--- src/hdl/egm_pkg.sv ---
`timescale 1ns / 1ps
// ----------------------------------------------------------------------------
// egm_pkg
// Shared widths, register indexes and command types for the ElGamal core.
// ----------------------------------------------------------------------------
package egm_pkg;

	localparam int unsigned MOD_W = 31;
	localparam int unsigned BYTE_W = 8;
	localparam int unsigned IDX_W = 3;

	localparam logic [IDX_W-1:0] REG_MODULUS = 3'd0;
	localparam logic [IDX_W-1:0] REG_GENERATOR = 3'd1;
	localparam logic [IDX_W-1:0] REG_PUBLIC_KEY = 3'd2;
	localparam logic [IDX_W-1:0] REG_PRIVATE_KEY = 3'd3;
	localparam logic [IDX_W-1:0] REG_EPHEMERAL = 3'd4;

	localparam logic OP_ENCRYPT = 1'b0;
	localparam logic OP_DECRYPT = 1'b1;

	// multiplier handshake
	typedef struct packed {
		logic start;
		logic [MOD_W-1:0] u;
		logic [MOD_W-1:0] v;
	} mul_req_t;

	typedef struct packed {
		logic busy;
		logic done;
		logic [MOD_W-1:0] prod;
	} mul_rsp_t;

	typedef enum logic [4:0] {
		ST_IDLE,
		ST_REDUCE,
		ST_RED_WAIT,
		ST_POW_INIT,
		ST_POW_BIT,
		ST_POW_MUL_R,
		ST_POW_WAIT_R,
		ST_POW_SQ,
		ST_POW_WAIT_SQ,
		ST_POW_NEXT,
		ST_AFTER_POW,
		ST_FINAL_MUL,
		ST_FINAL_WAIT,
		ST_OUT
	} state_t;

endpackage

--- src/hdl/egm_mulmod.sv ---
`timescale 1ns / 1ps
// ----------------------------------------------------------------------------
// egm_mulmod
// Bit-serial modular multiplier: (u * v) mod p, one bit of v per cycle.
// ----------------------------------------------------------------------------
module egm_mulmod (
	input  logic                         clk,
	input  logic                         arst_n,
	input  logic [egm_pkg::MOD_W-1:0]    modulus,
	input  egm_pkg::mul_req_t            req,
	output egm_pkg::mul_rsp_t            rsp
);

	logic [egm_pkg::MOD_W-1:0] u_q;
	logic [egm_pkg::MOD_W-1:0] v_q;
	logic [egm_pkg::MOD_W-1:0] acc_q;
	logic                      busy_q;
	logic                      done_q;

	logic [egm_pkg::MOD_W:0]   acc_sum;
	logic [egm_pkg::MOD_W:0]   u_dbl;
	logic [egm_pkg::MOD_W-1:0] acc_nxt;
	logic [egm_pkg::MOD_W-1:0] u_nxt;

	// operands are below p, so one conditional subtract keeps them reduced
	always_comb begin
		acc_sum = {1'b0, acc_q} + {1'b0, u_q};
		u_dbl   = {u_q, 1'b0};
		if (acc_sum >= {1'b0, modulus}) begin
			acc_nxt = egm_pkg::MOD_W'(acc_sum - {1'b0, modulus});
		end else begin
			acc_nxt = acc_sum[egm_pkg::MOD_W-1:0];
		end
		if (u_dbl >= {1'b0, modulus}) begin
			u_nxt = egm_pkg::MOD_W'(u_dbl - {1'b0, modulus});
		end else begin
			u_nxt = u_dbl[egm_pkg::MOD_W-1:0];
		end
	end

	always_ff @(posedge clk or negedge arst_n) begin
		if (!arst_n) begin
			busy_q <= 1'b0;
			done_q <= 1'b0;
		end else begin
			done_q <= 1'b0;
			if (req.start) begin
				busy_q <= 1'b1;
			end else if (busy_q && v_q == '0) begin
				busy_q <= 1'b0;
				done_q <= 1'b1;
			end
		end
	end

	always_ff @(posedge clk) begin
		if (req.start) begin
			u_q   <= req.u;
			v_q   <= req.v;
			acc_q <= '0;
		end else if (busy_q && v_q != '0) begin
			if (v_q[0]) begin
				acc_q <= acc_nxt;
			end
			u_q <= u_nxt;
			v_q <= v_q >> 1;
		end
	end

	assign rsp.busy = busy_q;
	assign rsp.done = done_q;
	assign rsp.prod = acc_q;

	a_done_after_busy: assert property (@(posedge clk) disable iff (!arst_n)
		rsp.done |-> $past(busy_q))
		else $error("product done without a running multiply");
	a_acc_reduced: assert property (@(posedge clk) disable iff (!arst_n)
		(busy_q && modulus != '0 && $stable(modulus)) |=> (acc_q < modulus || !busy_q))
		else $error("accumulator left the field");
	a_no_start_busy: assert property (@(posedge clk) disable iff (!arst_n)
		req.start |=> busy_q)
		else $error("multiplier did not start");

endmodule

--- src/hdl/elgamal_modexp_cipher_core.sv ---
`timescale 1ns / 1ps
// ----------------------------------------------------------------------------
// elgamal_modexp_cipher_core
// ElGamal encrypt / decrypt over GF(p) with bit-serial modular arithmetic.
// ----------------------------------------------------------------------------
//  channel  | signals                                        | direction
//  ---------+------------------------------------------------+----------
//  in       | in_valid/in_ready, operation, plain_byte,      | sink
//           | cipher_a, cipher_b                             |
//  out      | out_valid/out_ready, out_a, out_b, out_plain   | source
//  cfg      | cfg_we, cfg_index, cfg_data                    | sink
//
// One item at a time. A modular product holds the shared serial multiplier
// for a start, one shift per bit of v, an end check and the done strobe.
// Each exponent bit costs up to two products plus the two sequencing states
// POW_BIT and POW_NEXT; an encrypt item is two exponentiations, three
// reductions and a final product, and a decrypt item has two reductions.
// Reset clears control state and loads the register defaults.
// in_ready is high only in idle; a finished result sits in the output
// register until transferred, and the next item is taken no earlier than that transfer.
// ----------------------------------------------------------------------------
module elgamal_modexp_cipher_core (
	input  logic                            clk,
	input  logic                            arst_n,
	input  logic                            in_valid,
	output logic                            in_ready,
	input  logic                            operation,
	input  logic [egm_pkg::BYTE_W-1:0]      plain_byte,
	input  logic [egm_pkg::MOD_W-1:0]       cipher_a,
	input  logic [egm_pkg::MOD_W-1:0]       cipher_b,
	output logic                            out_valid,
	input  logic                            out_ready,
	output logic [egm_pkg::MOD_W-1:0]       out_a,
	output logic [egm_pkg::MOD_W-1:0]       out_b,
	output logic [egm_pkg::BYTE_W-1:0]      out_plain,
	input  logic                            cfg_we,
	input  logic [egm_pkg::IDX_W-1:0]       cfg_index,
	input  logic [egm_pkg::MOD_W-1:0]       cfg_data
);

	// configuration registers
	logic [egm_pkg::MOD_W-1:0] mod_q, gen_q, pub_q, priv_q, eph_q;

	always_ff @(posedge clk or negedge arst_n) begin
		if (!arst_n) begin
			mod_q  <= egm_pkg::MOD_W'(257);
			gen_q  <= egm_pkg::MOD_W'(3);
			pub_q  <= egm_pkg::MOD_W'(1);
			priv_q <= egm_pkg::MOD_W'(1);
			eph_q  <= egm_pkg::MOD_W'(41);
		end else if (cfg_we) begin
			unique case (cfg_index)
				egm_pkg::REG_MODULUS:     mod_q  <= cfg_data;
				egm_pkg::REG_GENERATOR:   gen_q  <= cfg_data;
				egm_pkg::REG_PUBLIC_KEY:  pub_q  <= cfg_data;
				egm_pkg::REG_PRIVATE_KEY: priv_q <= cfg_data;
				egm_pkg::REG_EPHEMERAL:   eph_q  <= cfg_data;
				default: ;
			endcase
		end
	end

	// Work plan, by phase:
	//  phase 0: reduce operand (g or a) to base via x*1 mod p
	//  phase 1: pow(base, exp) ; enc: exp=k -> a ; dec: exp=x -> ax
	//  phase 2: enc: reduce y ; dec: pow(ax, p-2)
	//  then: enc pow(y, k) ; reduce m or b ; final product (sequencer below)
	// Reduction of any value w mod p: mul_mod(w', 1) needs w' < p, so instead
	// reduce by serial restoring shift: done via multiplier with u = 1 and
	// v = w, which accumulates 2^i mod p over the bits of w.

	egm_pkg::state_t state_q, state_d;
	egm_pkg::mul_req_t mreq;
	egm_pkg::mul_rsp_t mrsp;

	logic                      op_q;
	logic [egm_pkg::BYTE_W-1:0] pb_q;
	logic [egm_pkg::MOD_W-1:0] cb_q;
	logic [egm_pkg::MOD_W-1:0] base_q;     // base of current power
	logic [egm_pkg::MOD_W-1:0] exp_q;      // remaining exponent bits
	logic [egm_pkg::MOD_W-1:0] res_q;      // running power
	logic [egm_pkg::MOD_W-1:0] sav_q;      // saved reduced m or b
	logic [egm_pkg::MOD_W-1:0] red_src_q;  // value to reduce
	logic [2:0]                step_q;     // which job of the item
	logic [egm_pkg::MOD_W-1:0] oa_q, ob_q;
	logic [egm_pkg::BYTE_W-1:0] op8_q;
	logic                      ov_q;
	logic [egm_pkg::MOD_W-1:0] one_p;

	localparam logic [2:0] J_RED1 = 3'd0; // reduce first base
	localparam logic [2:0] J_POW1 = 3'd1;
	localparam logic [2:0] J_RED2 = 3'd2; // enc: reduce y
	localparam logic [2:0] J_POW2 = 3'd3;
	localparam logic [2:0] J_RED3 = 3'd4; // reduce m or b

	assign one_p = (mod_q == egm_pkg::MOD_W'(1)) ? '0 : egm_pkg::MOD_W'(1);

	egm_mulmod u_mul (
		.clk     (clk),
		.arst_n  (arst_n),
		.modulus (mod_q),
		.req     (mreq),
		.rsp     (mrsp)
	);

	always_ff @(posedge clk or negedge arst_n) begin
		if (!arst_n) begin
			state_q <= egm_pkg::ST_IDLE;
			ov_q    <= 1'b0;
		end else begin
			state_q <= state_d;
			if (state_q == egm_pkg::ST_OUT) begin
				ov_q <= 1'b1;
			end else if (ov_q && out_ready) begin
				ov_q <= 1'b0;
			end
		end
	end

	// next state and multiplier requests
	always_comb begin
		state_d = state_q;
		mreq.start = 1'b0;
		mreq.u = '0;
		mreq.v = '0;
		unique case (state_q)
			egm_pkg::ST_IDLE: begin
				if (in_valid && in_ready) begin
					state_d = (mod_q < egm_pkg::MOD_W'(2)) ? egm_pkg::ST_OUT
						: egm_pkg::ST_REDUCE;
				end
			end
			egm_pkg::ST_REDUCE: begin
				// w mod p = sum of bits of w times 2^i mod p; u starts at 1 mod p
				mreq.start = 1'b1;
				mreq.u = one_p;
				mreq.v = red_src_q;
				state_d = egm_pkg::ST_RED_WAIT;
			end
			egm_pkg::ST_RED_WAIT: begin
				if (mrsp.done) begin
					state_d = (step_q == J_RED3) ? egm_pkg::ST_FINAL_MUL
						: egm_pkg::ST_POW_INIT;
				end
			end
			egm_pkg::ST_POW_INIT: state_d = egm_pkg::ST_POW_BIT;
			egm_pkg::ST_POW_BIT: begin
				if (exp_q == '0) begin
					state_d = egm_pkg::ST_AFTER_POW;
				end else if (exp_q[0]) begin
					state_d = egm_pkg::ST_POW_MUL_R;
				end else begin
					state_d = egm_pkg::ST_POW_SQ;
				end
			end
			egm_pkg::ST_POW_MUL_R: begin
				mreq.start = 1'b1;
				mreq.u = res_q;
				mreq.v = base_q;
				state_d = egm_pkg::ST_POW_WAIT_R;
			end
			egm_pkg::ST_POW_WAIT_R: begin
				if (mrsp.done) begin
					state_d = egm_pkg::ST_POW_SQ;
				end
			end
			egm_pkg::ST_POW_SQ: begin
				mreq.start = 1'b1;
				mreq.u = base_q;
				mreq.v = base_q;
				state_d = egm_pkg::ST_POW_WAIT_SQ;
			end
			egm_pkg::ST_POW_WAIT_SQ: begin
				if (mrsp.done) begin
					state_d = egm_pkg::ST_POW_NEXT;
				end
			end
			egm_pkg::ST_POW_NEXT: state_d = egm_pkg::ST_POW_BIT;
			egm_pkg::ST_AFTER_POW: begin
				if (step_q == J_POW1) begin
					state_d = (op_q == egm_pkg::OP_ENCRYPT) ? egm_pkg::ST_REDUCE
						: egm_pkg::ST_POW_INIT;
				end else begin
					state_d = egm_pkg::ST_REDUCE;
				end
			end
			egm_pkg::ST_FINAL_MUL: begin
				mreq.start = 1'b1;
				mreq.u = res_q;
				mreq.v = sav_q;
				state_d = egm_pkg::ST_FINAL_WAIT;
			end
			egm_pkg::ST_FINAL_WAIT: begin
				if (mrsp.done) begin
					state_d = egm_pkg::ST_OUT;
				end
			end
			egm_pkg::ST_OUT: state_d = egm_pkg::ST_IDLE;
			default: state_d = egm_pkg::ST_IDLE;
		endcase
		if (state_q == egm_pkg::ST_IDLE && ov_q && !out_ready) begin
			state_d = egm_pkg::ST_IDLE;
		end
	end

	assign in_ready = (state_q == egm_pkg::ST_IDLE) && (!ov_q || out_ready);

	// datapath registers
	always_ff @(posedge clk or negedge arst_n) begin
		if (!arst_n) begin
			step_q <= J_RED1;
		end else begin
			unique case (state_q)
				egm_pkg::ST_IDLE: begin
					if (in_valid && in_ready) begin
						step_q <= J_RED1;
					end
				end
				egm_pkg::ST_RED_WAIT: begin
					if (mrsp.done && step_q != J_RED3) begin
						step_q <= step_q + 3'd1;
					end
				end
				egm_pkg::ST_AFTER_POW: begin
					if (step_q == J_POW1 && op_q == egm_pkg::OP_DECRYPT) begin
						step_q <= J_POW2;
					end else if (step_q == J_POW1) begin
						step_q <= J_RED2;
					end else begin
						step_q <= J_RED3;
					end
				end
				default: ;
			endcase
		end
	end

	always_ff @(posedge clk) begin
		unique case (state_q)
			egm_pkg::ST_IDLE: begin
				if (in_valid && in_ready) begin
					op_q <= operation;
					pb_q <= plain_byte;
					cb_q <= cipher_b;
					red_src_q <= (operation == egm_pkg::OP_ENCRYPT) ? gen_q : cipher_a;
					oa_q <= '0;
					ob_q <= '0;
					op8_q <= '0;
				end
			end
			egm_pkg::ST_RED_WAIT: begin
				if (mrsp.done) begin
					base_q <= mrsp.prod;
					if (step_q == J_RED3) begin
						sav_q <= mrsp.prod;
					end
				end
			end
			egm_pkg::ST_POW_INIT: begin
				res_q <= one_p;
				if (step_q == J_POW2 && op_q == egm_pkg::OP_DECRYPT) begin
					exp_q <= mod_q - egm_pkg::MOD_W'(2);
					base_q <= res_q;
				end else if (step_q == J_POW1) begin
					exp_q <= (op_q == egm_pkg::OP_ENCRYPT) ? eph_q : priv_q;
				end else begin
					exp_q <= eph_q;
				end
			end
			egm_pkg::ST_POW_WAIT_R: begin
				if (mrsp.done) begin
					res_q <= mrsp.prod;
				end
			end
			egm_pkg::ST_POW_WAIT_SQ: begin
				if (mrsp.done) begin
					base_q <= mrsp.prod;
				end
			end
			egm_pkg::ST_POW_NEXT: exp_q <= exp_q >> 1;
			egm_pkg::ST_AFTER_POW: begin
				if (step_q == J_POW1 && op_q == egm_pkg::OP_ENCRYPT) begin
					oa_q <= res_q;
					red_src_q <= pub_q;
				end else if (step_q != J_POW1) begin
					red_src_q <= (op_q == egm_pkg::OP_ENCRYPT)
						? egm_pkg::MOD_W'(pb_q) : cb_q;
				end
			end
			egm_pkg::ST_FINAL_WAIT: begin
				if (mrsp.done) begin
					if (op_q == egm_pkg::OP_ENCRYPT) begin
						ob_q <= mrsp.prod;
					end else begin
						op8_q <= mrsp.prod[egm_pkg::BYTE_W-1:0];
					end
				end
			end
			default: ;
		endcase
	end

	assign out_valid = ov_q;
	assign out_a     = oa_q;
	assign out_b     = ob_q;
	assign out_plain = op8_q;

	a_one_result: assert property (@(posedge clk) disable iff (!arst_n)
		(state_q == egm_pkg::ST_OUT) |=> out_valid)
		else $error("result lost");
	a_idle_accept: assert property (@(posedge clk) disable iff (!arst_n)
		in_ready |-> state_q == egm_pkg::ST_IDLE)
		else $error("transfer taken while busy");
	a_mul_start_idle: assert property (@(posedge clk) disable iff (!arst_n)
		mreq.start |-> !mrsp.busy)
		else $error("multiplier restarted while busy");

endmodule
--- config.mk ---
export PLATFORM = sky130hd
export DESIGN_NAME = elgamal_modexp_cipher_core
export DESIGN_NICKNAME = d
export VERILOG_FILES = /design/src/hdl/egm_pkg.sv /design/src/hdl/egm_mulmod.sv /design/src/hdl/elgamal_modexp_cipher_core.sv
export SDC_FILE = /design/constraint.sdc
export NUM_CORES = 1
export LEC_CHECK = 0
export ABC_AREA = 1
export BUFFER_PORTS_ARGS = -buffer_cell sky130_fd_sc_hd__buf_4
export CAP_MARGIN = 15
export CORE_MARGIN = 1
export CORE_UTILIZATION = 45
export CTS_BUF_LIST = sky130_fd_sc_hd__clkbuf_4
export CTS_CLUSTER_SIZE = 40
export DETAILED_ROUTE_END_ITERATION = 8
export HOLD_SLACK_MARGIN = 0.1
export PLACE_DENSITY = 0.66
export SYNTH_ARGS = -nofsm -noshare
export SYNTH_HDL_FRONTEND = slang
export SYNTH_SLANG_ARGS = --single-unit
--- constraint.sdc ---
create_clock -name clk -period 3.61 [get_ports clk]
set_input_delay 0.5415 -clock clk [delete_from_list [all_inputs] [get_ports clk]]
set_output_delay 0.5415 -clock clk [all_outputs]
set_load 0.05 [all_outputs]
==> run metrics, run 1 <==
run status finished with violations; failing checks setup timing; DR pass1 iterations 8; number of global-route vias before repair 26921; R2R setup slack -0.008 ns; HP Class primary input to flop; RSZ-0062 raised after global routing true; synthesized area per cell 8.139 sq um; Worst-path clk slew 0.07 ns; Die Ht 256.4 microns; core area 63540 sq um; hold path cells 3; main flop type after synthesis edfxtp_1; final setup violation count 1; Layout area overhead 30.07%; CP max-delay cell edfxtp_1; Post-Syn Area 29120 sq um; CP max FO 4; CP Capture Point u_mul.acc_q[27]$_SDFFE_PN0P_; slew margin rel. 23.76%; GRT Residual Overflow 0; clock tree sinks 523; CP arrival 4.44 ns; Setup crit end kind flop; Warnings, synthesis 0; register bit count reported by yosys 523; Num CTS Buffers 139; Fillers 5729; Crit path depth 25; cells after synthesis 3578; Starting Density 45.83%; largest stage delay on the critical path 0.40 ns; commonest non-fill, non-tap cell in the layout nand2_1; cell family with most CP delay simple AND/OR/NAND/NOR gates; CP startpoint u_mul.u_q[0]$_DFFE_PP_; Tmin final 3.618 ns; RR Endpoint u_mul.acc_q[27]$_SDFFE_PN0P_; IO Port Bufs 181; DP Wirelength 76.04 mm; number of distinct library cells after synthesis 55; Setup Skew 0.08349 ns; Post-Route WL 105.7 mm; Final period util 100.2%; r2r startpoint u_mul.u_q[0]$_DFFE_PP_; largest net degree at the start of global routing 86; Setup TNS Final -0.008166 ns; final instance area 37880 sq um; Fin Hold WS 0.2047 ns; Worst setup SP type flop; Final Max Slew Viols 0; Routability Congestion 1.008; vias per cell 5.450; initial antenna violation count 7; routed length per instance 20.48 microns; Initial DRC Count 3096; Max-Cap Viols 0; fmax 276.4 MHz; Clk Latency, worst-skew pair 0.97 ns; GRT Util Overall 31.90%; Worst-Margin Slew 1.139 ns; post-route setup slack -0.008166 ns; Root Driver clkbuf_4; layout cells sized above 1 23.97%; Worst Path Buf+Inv 4; htree depth 4; Site Rows 92; Die ar. 65740 sq um; WP data required 4.43 ns; sequential fraction of the synthesis area 50.07%; EDFF count, synth 327; I/O Pins 182; TritonCTS clock tree done; Place WS -0.3268 ns; Syn Nets 3789; placed cell area 33500 sq um; Fin. Hold Viols 0; share of flip-flops with an asynchronous set or reset 31.55%; critical path class flop to flop; clock buffer depth 3; DRC violations left 0; R2R depth 25; most frequent cells in the layout nand2_1, buf_4, nor2_1, inv_1, o21ai_0; Post-DRT Antenna Nets 0; Layout Nets 4415; Die Span X 256.4 microns; CP most frequent cell nand2_1; DR vias 28131; first-pass GRT wire length 159.3 mm
## synth_stat cells (25+ instances only)
cell	number	share of area [%]
clkbuf_1	97	1.3
o21ai_0	346	5.9
ha_1	98	4.2
nand3_1	201	3.5
xor2_1	29	0.87
inv_1	396	5.1
dfrtp_1	156	13
edfxtp_1	327	34
a31oi_1	31	0.67
dfxtp_1	31	2.1
nand4_1	63	1.4
a22oi_1	30	0.77
nand2_1	924	12
buf_2	25	0.43
nor2_1	432	5.6
a21oi_1	154	2.6
## timing repair
action | 4_1_cts | 5_1_grt
hold buffers | 93 | 0
gates resized for setup | 102 | 188
cloned | 2 | 0
pin swaps | 32 | 88
hold endpoints to repair | 299 | 0
setup endpoints to repair | 31 | 31
buffers inserted | 13 | 21
## area by class of cell
class	count	area, sq um	area share [%]
Clock inverter	45	265.3	0.7003
Antenna cell	3	7.507	0.01982
Clock buffer	205	1539	4.063
Sequential cell	523	14580	38.49
Tap cell	846	1059	2.795
Timing Repair Buffer	615	4991	13.18
Multi-Input combinational cell	2519	13910	36.72
Inverter	406	1529	4.037
## worst min-delay path by stage
stage	slack (ns)	from	endpoint
3_5_place_dp	0.47	eph_q[29]$_DFFE_PN0P_	eph_q[29]$_DFFE_PN0P_
5_1_grt	0.18	cipher_a[23]	red_src_q[23]$_DFFE_PP_
2_1_floorplan	0.25	arst_n	eph_q[10]$_DFFE_PN0P_
3_3_place_gp	0.46	eph_q[24]$_DFFE_PN0P_	eph_q[24]$_DFFE_PN0P_
4_1_cts	0.10	cipher_a[23]	red_src_q[23]$_DFFE_PP_
6_report	0.20	cipher_a[25]	red_src_q[25]$_DFFE_PP_
## tightest hold or removal path: stages
cell,delay [ns]
buf_4,0.11
nor2_1,0.11
o311ai_0,0.18
## registers in the layout, indices dropped and copies added (netlist names), 31 cells and up
register / flops
mod_q: 31
u_mul.v_q: 31
gen_q: 31
res_q: 31
red_src_q: 31
priv_q: 31
exp_q: 31
out_a: 31
u_mul.u_q: 31
cb_q: 31
out_b: 31
eph_q: 31
sav_q: 31
pub_q: 31
base_q: 31
u_mul.acc_q: 31
## metrics by stage
step	instances	utilization, %
floorplan	3578	-
global placement	4784	52.73
detailed placement	4784	52.73
CTS	5140	58.19
global route	5162	59.61
finish	5162	59.61
## logic make-up after synthesis
kind of cell / count (synthesis) / synth area share, %
adders and majority gates: 101 / 4.417
AOI/OAI and AO/OA: 660 / 12.56
muxes: 14 / 0.4984
and+or+nand+nor: 1693 / 23.89
xor gates and xnor gates: 51 / 1.534
DFF: 523 / 50.07
buffers and inverters: 536 / 7.033
## routing by layer
metal  vias up  wire length (microns)  global-route usage (%)
li1      13318                      -                       -
met1     13167                  43080                   42.83
met2      1418                  48410                   49.92
met3       224                   9549                   6.119
met4         4                   4656                   14.60
met5         -                     26                       0
Power of run 1 is not shown: default switching activity piles up to over one toggle a cycle in this logic, so the estimate is an artifact.
==> inputs of run 2 (changes only) <==
--- a/config.mk
+++ b/config.mk
@@ -5,7 +5,6 @@
 export SDC_FILE = /design/constraint.sdc
 export NUM_CORES = 1
 export LEC_CHECK = 0
-export ABC_AREA = 1
 export BUFFER_PORTS_ARGS = -buffer_cell sky130_fd_sc_hd__buf_4
 export CAP_MARGIN = 15
 export CORE_MARGIN = 1
@@ -14,7 +13,7 @@
 export CTS_CLUSTER_SIZE = 40
 export DETAILED_ROUTE_END_ITERATION = 8
 export HOLD_SLACK_MARGIN = 0.1
-export PLACE_DENSITY = 0.66
+export PLACE_DENSITY = 0.67
 export SYNTH_ARGS = -nofsm -noshare
 export SYNTH_HDL_FRONTEND = slang
 export SYNTH_SLANG_ARGS = --single-unit
==> run metrics, run 2 <==
vias per cell 5.732 (+5.2%); Layout area overhead 29.43%; DR pass1 iterations 9 (+1); core area 59460 sq um (-6.4%); DP Wirelength 61.83 mm (-19%); failing checks DRC, setup timing; initial antenna violation count 3 (-4); Tmin final 4.489 ns (+0.8711 ns); run status finished with violations; share of flip-flops with an asynchronous set or reset 31.55% (unchanged); clock tree sinks 523 (unchanged); share of the synthesized area in the top cell type 35.92% (+2.2 points); P per Cell Area 449.4 nW/um^2; Starting Density 45.97% (+0.14 points); number of distinct library cells after synthesis 85 (+55%); Final Max Slew Viols 0 (unchanged); TritonCTS clock tree done; final setup violation count 31 (+30); Die ar. 61730 sq um (-6.1%); first-pass GRT wire length 133.8 mm (-16%); Die Ht 248.5 microns (-3.1%); Worst-path clk slew 0.07 ns (about the same); Worst VDD drop 0.3324 mV; Leak Pwr 14.17 nW; CP arrival 5.34 ns (+0.90 ns); Layout Nets 3338 (-24%); Final period util 124.4% (+24 points); routed length per instance 21.49 microns (+4.9%); R2R setup slack -0.88 ns (-0.87 ns); Setup Skew 0.06852 ns (-0.01497 ns); Root Driver clkbuf_4; clock buffer depth 3 (unchanged); main flop type after synthesis edfxtp_1; DP Cell Count 3636 (-24%); post-route setup slack -0.8792 ns (-0.8711 ns); I/O Pins 182 (unchanged); cells after synthesis 2485 (-31%); Site Rows 89 (-3.3%); total power 15.90 mW; synth top area cells edfxtp_1, dfrtp_1, mux2_2, ha_1, nand2_1; DR vias 23012 (-18%); Clk Latency, worst-skew pair 1.01 ns (+0.04 ns); Worst-Margin Slew 1.084 ns (-0.05532 ns); sequential fraction of the synthesis area 53.34% (+3.3 points); largest net degree at the start of global routing 79 (-8.1%); GRT Util Overall 27.96% (-3.9 points); Post-Syn Area 27330 sq um (-6.1%); number of global-route vias before repair 23265 (-14%); Synth area leader edfxtp_1; Synth top cells by count edfxtp_1, nand2_1, o21ai_0, mux2_2, dfrtp_1; Final Non-Filler Cells 4015 (-22%); Worst setup SP type flop; DRC violations left 7 (+7); Post-DRT Antenna Nets 0 (unchanged); EDFF count, synth 327 (unchanged); GRT Residual Overflow 0 (unchanged); HP Class primary input to asynchronous set/reset pin; CP max FO 14 (+10); most frequent cells in the layout buf_4, edfxtp_1, nand2_1, clkbuf_4, mux2_2; slew margin rel. 27.07% (+3.3 points); htree depth 4 (unchanged); commonest non-fill, non-tap cell in the layout buf_4; Warnings, synthesis 0 (unchanged); Routability Congestion 1.036 (+2.8%); Initial DRC Count 2508 (-19%); fmax 222.8 MHz (-19%); Post-Route WL 86.28 mm (-18%); critical path class flop to flop; Num CTS Buffers 141 (+1.4%); Die Span X 248.5 microns (-3.1%); most frequent cell after synthesis edfxtp_1; Fin. Hold Viols 0 (unchanged); Fin Hold WS 0.1879 ns (-0.01688 ns); RSZ-0062 raised after global routing true; WP data required 4.46 ns (+0.03 ns); synthesized area per cell 11.00 sq um (+35%); register bit count reported by yosys 523 (unchanged); Max-Cap Viols 0 (unchanged); Setup crit end kind flop; layout cells sized above 1 32.16% (+8.2 points); Syn Nets 2696 (-29%); IO Port Bufs 181 (unchanged)
-- run 2: cell types whose count changed after synthesis, moves of 49 or more --
cell      delta
nand2_1    -663
inv_1      -338
nor2_1     -293
o21ai_0    -188
mux2_2     +153
nand3_1    -120
and2_1      +74
a211oi_1    +52
xnor2_1     +49
-- run 2: worst max-delay path, cell delays in order, from the launching register on --
cell and delay, ns:
edfxtp_1 0.40, ha_2 0.21, fa_2 0.38, a21oi_4 0.18, o21ai_2 0.09, a41o_1 0.29, or2_4 0.27, a31oi_4 0.18
xnor2_2 0.17, ha_1 0.31, o21a_1 0.14, o21a_1 0.19, nor2_2 0.10, a211oi_2 0.05, nor3_2 0.29, o21ai_2 0.14
a211oi_4 0.32, buf_12 0.19, buf_4 0.14, nor2_1 0.04, a21oi_1 0.15, a211oi_1 0.09
-- run 2: kinds of logic (layout without fill, tap and decap cells) --
logic type      count (synthesis)  in the layout  synth area share (%)
compound gates                595            595                 14.07
fa+ha+maj                     101            101                 4.705
simple gates                  751            751                 13.20
buf+inv                       195            950                 2.746
xor+xnor                      107            107                 3.428
mux                           213            213                 8.518
flops                         523            523                 53.34
other cells                     0              2                     0
-- run 2: where the power goes --
part,leakage [nW],total [mW],internal (mW),switching [mW]
Clock,1.12,5.64,3.03,2.61
Sequential,4.84,7.03,6.79,0.239
Combinational,8.22,3.24,1.59,1.64
-- run 2: repair_timing --
| action | in CTS | in global routing |
|---|---|---|
| pin swaps | 28 | 19 |
| buffers inserted | 6 | 9 |
| endpoints found under the setup margin | 31 | 58 |
| hold buffers | 105 | 0 |
| resized for setup | 31 | 47 |
| hold endpoints to repair | 306 | 0 |
-- run 2: final timing paths --
check                                             from                          end  cells after the start
worst max-delay path            u_mul.u_q[0]$_DFFE_PP_  u_mul.acc_q[8]$_SDFFE_PN0P_                     21
worst min-delay path                            arst_n        pub_q[29]$_DFFE_PN0P_                      2
worst max register to register  u_mul.u_q[0]$_DFFE_PP_  u_mul.acc_q[8]$_SDFFE_PN0P_                     21
worst min register to register   priv_q[3]$_DFFE_PN0P_        priv_q[3]$_DFFE_PN0P_                      1
max in group asynchronous                       arst_n         eph_q[3]$_DFFE_PN1P_                      3
min in group clk                          cfg_index[0]        mod_q[28]$_DFFE_PN0P_                      5
-- run 2: cell type report --
| class | count | area [sq um] |
|---|---|---|
| clock inverter | 47 | 349.1 |
| inverter | 59 | 221.5 |
| antenna | 2 | 5.005 |
| multi-input combinational | 1767 | 12530 |
| sequential | 523 | 14580 |
| timing repair buffer | 635 | 5157 |
| fill | 4918 | 24080 |
| tap | 773 | 967.2 |
| clock buffer | 209 | 1569 |
-- run 2: metal layers --
metal,track usage (%),part of all wire (%)
met1,40.06,45
met2,42.32,45
met3,6.061,7.7
met4,8.536,2.0
met5,0,0
-- run 2: metrics by stage --
stage	util, %	TNS, ns	worst slack (ns)	area [sq um]
2_1_floorplan	-	-16.21	-0.5658	27400
3_3_place_gp	53.65	-27.81	-0.9947	31900
3_5_place_dp	53.65	-32.27	-1.105	31900
4_1_cts	59.00	-24.31	-0.8443	35080
5_1_grt	59.50	-31.35	-1.094	35380
6_report	59.50	-25.16	-0.8792	35380
(Power assumes the default switching activity.)
